### config.mk
export PLATFORM = sky130hd
export DESIGN_NAME = gle_ctrl
export DESIGN_NICKNAME = d
export VERILOG_FILES = /design/src/gle_pkg.sv /design/src/gle_ctrl.sv
export SDC_FILE = /design/constraint.sdc
export NUM_CORES = 1
export LEC_CHECK = 0
export BUFFER_PORTS_ARGS = -buffer_cell sky130_fd_sc_hd__buf_4
export CAP_MARGIN = 25
export CORE_AREA = 4 4 41 43
export CTS_CLUSTER_SIZE = 40
export DETAILED_ROUTE_END_ITERATION = 16
export DIE_AREA = 0 0 45 47
export GPL_ROUTABILITY_DRIVEN = 0
export GPL_TIMING_DRIVEN = 0
export PLACE_DENSITY = 0.54
export SYNTH_ARGS = -nofsm -noshare
export SYNTH_HDL_FRONTEND = slang
export SYNTH_SLANG_ARGS = --single-unit
### constraint.sdc
create_clock -name clk_i -period 1.25 [get_ports clk_i]
set_input_delay 0.125 -clock clk_i [delete_from_list [all_inputs] [get_ports clk_i]]
set_output_delay 0.125 -clock clk_i [all_outputs]
set_load 0.1 [all_outputs]
### src/gle_pkg.sv
package gle_pkg;

  // Fixed field widths
  localparam int unsigned CODE_W  = 16;
  localparam int unsigned SLOT_W  = 10;
  localparam int unsigned MODE_W  = 3;
  localparam int unsigned CIDX_W  = 3;
  localparam int unsigned CDAT_W  = 16;
  localparam int unsigned SCNT_W  = 7;
  localparam int unsigned UPEM_W  = 15;
  localparam int unsigned PSZ_W   = 11;
  localparam int unsigned OP_W    = 17;              // scale operand, signed
  localparam int unsigned PROD_W  = OP_W + PSZ_W + 1; // signed product
  localparam int unsigned MAG_W   = PROD_W - 1;      // product magnitude
  localparam int unsigned KCNT_W  = 3;
  localparam int unsigned NSCALE  = 6;

  // Reset values of the configuration registers
  localparam logic [SCNT_W-1:0] RST_SEG_CNT  = 7'd0;
  localparam logic [UPEM_W-1:0] RST_UPEM     = 15'd2048;
  localparam logic [PSZ_W-1:0]  RST_PIX_SIZE = 11'd64;
  localparam logic [15:0]       RST_START_X  = 16'd10;
  localparam logic [15:0]       RST_BASE_Y   = 16'd70;

  typedef enum logic [MODE_W-1:0] {
    MODE_LOAD_SEG   = 3'd0,
    MODE_LOAD_GLYPH = 3'd1,
    MODE_LOAD_EMPTY = 3'd2,
    MODE_DRAW       = 3'd3,
    MODE_RESTART    = 3'd4
  } gle_mode_e;

  typedef enum logic [CIDX_W-1:0] {
    REG_SEG_CNT  = 3'd0,
    REG_UPEM     = 3'd1,
    REG_PIX_SIZE = 3'd2,
    REG_START_X  = 3'd3,
    REG_BASE_Y   = 3'd4
  } gle_reg_e;

  // Scale operand order, also the result slot
  typedef enum logic [KCNT_W-1:0] {
    SC_LSB  = 3'd0,
    SC_XMIN = 3'd1,
    SC_YMAX = 3'd2,
    SC_W    = 3'd3,
    SC_H    = 3'd4,
    SC_ADV  = 3'd5
  } gle_scale_e;

  typedef enum logic [3:0] {
    ST_IDLE,
    ST_SEG_RD,
    ST_SEG_CMP,
    ST_MET_RD,
    ST_BOX_RD,
    ST_MUL,
    ST_DIV_GO,
    ST_DIV,
    ST_FIN
  } gle_state_e;

  typedef struct packed {
    logic [MODE_W-1:0]       mode;
    logic [SLOT_W-1:0]       slot;
    logic [CODE_W-1:0]       code;
    logic [CODE_W-1:0]       code_last;
    logic [CODE_W-1:0]       code_delta;
    logic signed [15:0]      box_x_min;
    logic signed [15:0]      box_y_min;
    logic signed [15:0]      box_x_max;
    logic signed [15:0]      box_y_max;
    logic [15:0]             advance;
    logic signed [15:0]      bearing;
  } gle_in_t;

  typedef struct packed {
    logic signed [15:0] rect_x;
    logic signed [15:0] rect_y;
    logic signed [15:0] rect_w;
    logic signed [15:0] rect_h;
    logic [SLOT_W-1:0]  glyph_number;
  } gle_out_t;

  typedef struct packed {
    logic [CIDX_W-1:0] index;
    logic [CDAT_W-1:0] data;
  } gle_cfg_t;

  typedef struct packed {
    logic [CODE_W-1:0] first;
    logic [CODE_W-1:0] last;
    logic [CODE_W-1:0] delta;
  } gle_seg_t;

  typedef struct packed {
    logic [15:0] xmin;
    logic [15:0] ymin;
    logic [15:0] xmax;
    logic [15:0] ymax;
  } gle_box_t;

  typedef struct packed {
    logic        outlined;
    logic [15:0] adv;
    logic [15:0] lsb;
  } gle_met_t;

  // Controller to datapath
  typedef struct packed {
    logic accept;
    logic draw_go;
    logic seg_rd;
    logic seg_chk;
    logic met_rd;
    logic box_rd;
    logic mul;
    logic div_go;
    logic res_store;
    logic out_load;
  } gle_cmd_t;

  // Datapath to controller
  typedef struct packed {
    logic in_draw;
    logic seg_end;
    logic seg_hit;
    logic last_scale;
    logic div_busy;
    logic out_free;
  } gle_sts_t;

endpackage

### src/gle_ctrl.sv
module gle_ctrl (
  input  logic              clk_i,
  input  logic              rst_ni,
  input  logic              in_valid_i,
  output logic              in_ready_o,
  input  gle_pkg::gle_sts_t sts_i,
  output gle_pkg::gle_cmd_t cmd_o
);
  import gle_pkg::*;

  gle_state_e state_q, state_d;

  always_ff @(posedge clk_i or negedge rst_ni) begin
    if (!rst_ni) begin
      state_q <= ST_IDLE;
    end else begin
      state_q <= state_d;
    end
  end

  always_comb begin
    state_d    = state_q;
    cmd_o      = '0;
    in_ready_o = 1'b0;
    unique case (state_q)
      ST_IDLE: begin
        in_ready_o   = 1'b1;
        cmd_o.accept = in_valid_i;
        if (in_valid_i && sts_i.in_draw) begin
          cmd_o.draw_go = 1'b1;
          state_d       = ST_SEG_RD;
        end
      end
      ST_SEG_RD: begin
        if (sts_i.seg_end) begin
          state_d = ST_MET_RD;
        end else begin
          cmd_o.seg_rd = 1'b1;
          state_d      = ST_SEG_CMP;
        end
      end
      ST_SEG_CMP: begin
        cmd_o.seg_chk = 1'b1;
        state_d       = sts_i.seg_hit ? ST_MET_RD : ST_SEG_RD;
      end
      ST_MET_RD: begin
        cmd_o.met_rd = 1'b1;
        state_d      = ST_BOX_RD;
      end
      ST_BOX_RD: begin
        cmd_o.box_rd = 1'b1;
        state_d      = ST_MUL;
      end
      ST_MUL: begin
        cmd_o.mul = 1'b1;
        state_d   = ST_DIV_GO;
      end
      ST_DIV_GO: begin
        cmd_o.div_go = 1'b1;
        state_d      = ST_DIV;
      end
      ST_DIV: begin
        if (!sts_i.div_busy) begin
          cmd_o.res_store = 1'b1;
          state_d         = sts_i.last_scale ? ST_FIN : ST_MUL;
        end
      end
      ST_FIN: begin
        if (sts_i.out_free) begin
          cmd_o.out_load = 1'b1;
          state_d        = ST_IDLE;
        end
      end
      default: state_d = ST_IDLE;
    endcase
  end

endmodule

==> summary.md <==
| Metric | Value |
|---|---|
| Outcome | `complete, but fails checks` |
| Failing checks | `negative setup slack` |
| Fin cells | `92` |
| Vias per Instance | `4.837` |
| Worst hold stages | `2` |
| Largest regs | `state_q x4` |
| Critical Path AT | `1580 ps` |
| Final nets | `88` |
| Grt total ovfl | `0` |
| # fillers | `90` |
| Synth-to-layout area growth | `169.5%` |
| Total CTS buffers | `3` |
| Worst slew pin tran | `313.4 ps` |
| Register area share after synthesis | `29.09%` |
| Initial antenna violation count | `0` |
| Clock Tree Buf Depth | `2` |
| Number of port buffers | `19` |
| Vias in the first global route | `446` |
| Core Region | `0.001301 mm²` |
| H-tree depth | `1` |
| Post-DP HPWL | `746.9 µm` |
| Reg power frac | `8.3%` |
| Final slew viol count | `0` |
| Fin Clk Skew | `2.141 ps` |
| Clock transition at path regs | `40 ps` |
| Initial Util | `26.44%` |
| Clock Latency Late Sink | `230 ps` |
| Crit Path Class | `register to output port` |
| Total wire length | `1314 µm` |
| Worst Path Required | `1120 ps` |
| Global-route wire length before repair | `1883 µm` |
| Worst path slowest cell | `or4b_4` |
| Total number of vias | `445` |
| Die Span X | `45 µm` |
| Design Area, Final | `927.1 µm²` |
| Total inserted antenna cells | `0` |
| Period utilization | `136.4%` |
| Yosys cell types | `22` |
| Internal | `1.226 mW` |
| Crit path max fanout | `6` |
| Fin. Hold Viols | `0` |
| # setup viols final | `15` |
| Setup crit end kind | `output port` |
| R2R depth | `5` |
| Cell Area, Synth | `344.1 µm²` |
| Row count | `13` |
| Post-route DRC | `0` |
| # Max-Cap Violations | `0` |
| Pwr per Cell Area | `2824 mW/mm²` |
| Critical path's largest stage delay | `550 ps` |
| Critical path startpoint category | `register` |
| Cells after Synth | `41` |
| Initial DRC Count | `8` |
| Max reg flops | `4` |
| Most frequent cells in the layout | `buf_4 (16), buf_12 (10), buf_6 (9)` |
| Pin count of the biggest net entering global routing | `11` |
| Syn_nets | `50` |
| Final WS setup | `-455.5 ps` |
| Power share of the clock group | `5.8%` |
| Combinational Power Share | `85.9%` |
| Tmin final | `1706 ps` |
| Switching part of the total | `53.18%` |
| Full die area | `0.002115 mm²` |
| CTS tree | `done` |
| LEAKAGE | `0.3909 nW` |
| Fmax | `586.3 MHz` |
| Unrepaired setup endpoints after global routing | `yes` |
| I/O pin cnt | `20` |
| Total power | `2.619 mW` |
| Total global-route track usage | `12.30%` |
| Synthesized flop and latch total | `4` |
| Post-DP Area | `593.1 µm²` |
| Routed Antenna Nets | `0` |
| Min-delay worst type | `input pin to register` |
| Vert. Die Dim | `47 µm` |
| P_sw | `1.393 mW` |
| Worst vdd rail ir drop | `0.001765 V` |
| Routed WL per cell | `14.28 µm` |
| Share of cells above drive strength 1 | `75.32%` |
| Crit-path cells | `buf_6 -> or4b_4 -> nor2_4 -> buf_12` |
| Placed Cells | `75` |
| Syn. warnings | `0` |
| First-pass detailed-route iteration total | `4` |
| Mean area per synthesized cell | `8.392 µm²` |
| Commonest non-fill, non-tap cell in the layout | `buf_4` |
| Max-slew headroom | `78.95%` |
| Most flop-heavy register | `state_q` |
| Clock Sinks | `4` |
| Clock root buffer | `clkbuf_4` |
## synthesized netlist by cell type (all sizes together)
cell type / instances / area (µm²)
a21oi: 3 / 15.01
a22o: 1 / 8.760
and2: 1 / 6.260
and3: 1 / 6.260
and4: 1 / 8.760
buf: 4 / 28.78
dfrtp: 4 / 100.1
inv: 1 / 3.750
nand2: 3 / 11.26
nand2b: 2 / 12.51
nor2: 5 / 18.77
nor2b: 1 / 6.260
nor3: 6 / 30.03
nor4: 2 / 27.53
o21a: 1 / 7.510
o221ai: 1 / 8.760
o2bb2ai: 1 / 15.01
or2b: 2 / 15.01
or4b: 1 / 13.76
## worst max-delay path, delay by kind of cell, from the launching register on
kind	cells	cell delay, ps
and+or+nand+nor	2	670
DFF	1	370
buffers and inverters	2	310
## metrics by stage
stage	TNS [ps]	utilization (%)	hold WS [ps]	worst slack [ps]
floorplan	-7253	-	-170.6	-1030
global placement	-1473	45.58	-78.76	-377.9
detailed placement	-1570	45.58	-78.69	-379.8
CTS	-3893	64.90	83.42	-490.9
global route	-5365	71.25	85.07	-511.1
finish	-4383	71.25	90.33	-455.5
## layout make-up
cell class | count | area [µm²] | area share, %
Sequential cell | 4 | 100.1 | 10.80
Timing Repair Buffer | 33 | 401.6 | 43.32
Tap cell | 15 | 18.77 | 2.024
Inverter | 1 | 3.754 | 0.4049
Clock buffer | 3 | 22.52 | 2.429
Multi-Input combinational cell | 32 | 335.3 | 36.17
Buffer | 4 | 45.04 | 4.858
## timing repair
action / 4_1_cts / 5_1_grt
resized for setup: 40 / 12
hold buffers: 1 / 0
hold endpoints to repair: 4 / 0
gates cloned: 0 / 0
setup endpoints to repair: 13 / 15
pin swaps: 9 / 11
buffers inserted: 7 / 8
## power by group through the flow
stage / Sequential (mW) / Clock, mW / Combinational, mW
3_3_place_gp: 0.225 / 0 / 1.51
2_1_floorplan: 0.222 / 0 / 1.25
5_1_grt: 0.226 / 0.165 / 2.34
3_5_place_dp: 0.227 / 0 / 1.51
4_1_cts: 0.216 / 0.156 / 2.02
6_report: 0.217 / 0.152 / 2.25
## logic make-up (layout without fill, tap and decap cells)
| family | count (synthesis) | count (layout) | share of synthesized area [%] |
|---|---|---|---|
| AND/OR/NAND/NOR | 25 | 25 | 45.46 |
| flip-flops | 4 | 4 | 29.09 |
| AO/OA/AOI/OAI | 7 | 7 | 16.00 |
| buffers and inverters | 5 | 41 | 9.454 |
## layer usage
| layer | global-route usage (%) | wire [µm] | part of all wire (%) | vias up |
|---|---|---|---|---|
| met2 | 21.19 | 749 | 57 | 8 |
| met3 | 1.149 | 29 | 2.2 | 0 |
| met1 | 15.67 | 536 | 41 | 216 |
| met4 | 5.263 | 0 | 0 | 0 |
| li1 | - | - | - | 221 |
| met5 | 0 | 0 | 0 | - |
## path summary, 6_finish.rpt
kind                            slack [ps]         end  startpoint
max in group asynchronous              930  state_q[1]      rst_ni
worst max-delay path                  -460    cmd_o[0]  state_q[1]
worst min-delay path                    90  state_q[3]    sts_i[0]
min in group asynchronous              230  state_q[3]      rst_ni
worst min register to register         600  state_q[2]  state_q[3]
worst max register to register        -250  state_q[3]  state_q[1]
Note: power is estimated with default switching activity, not from simulation.
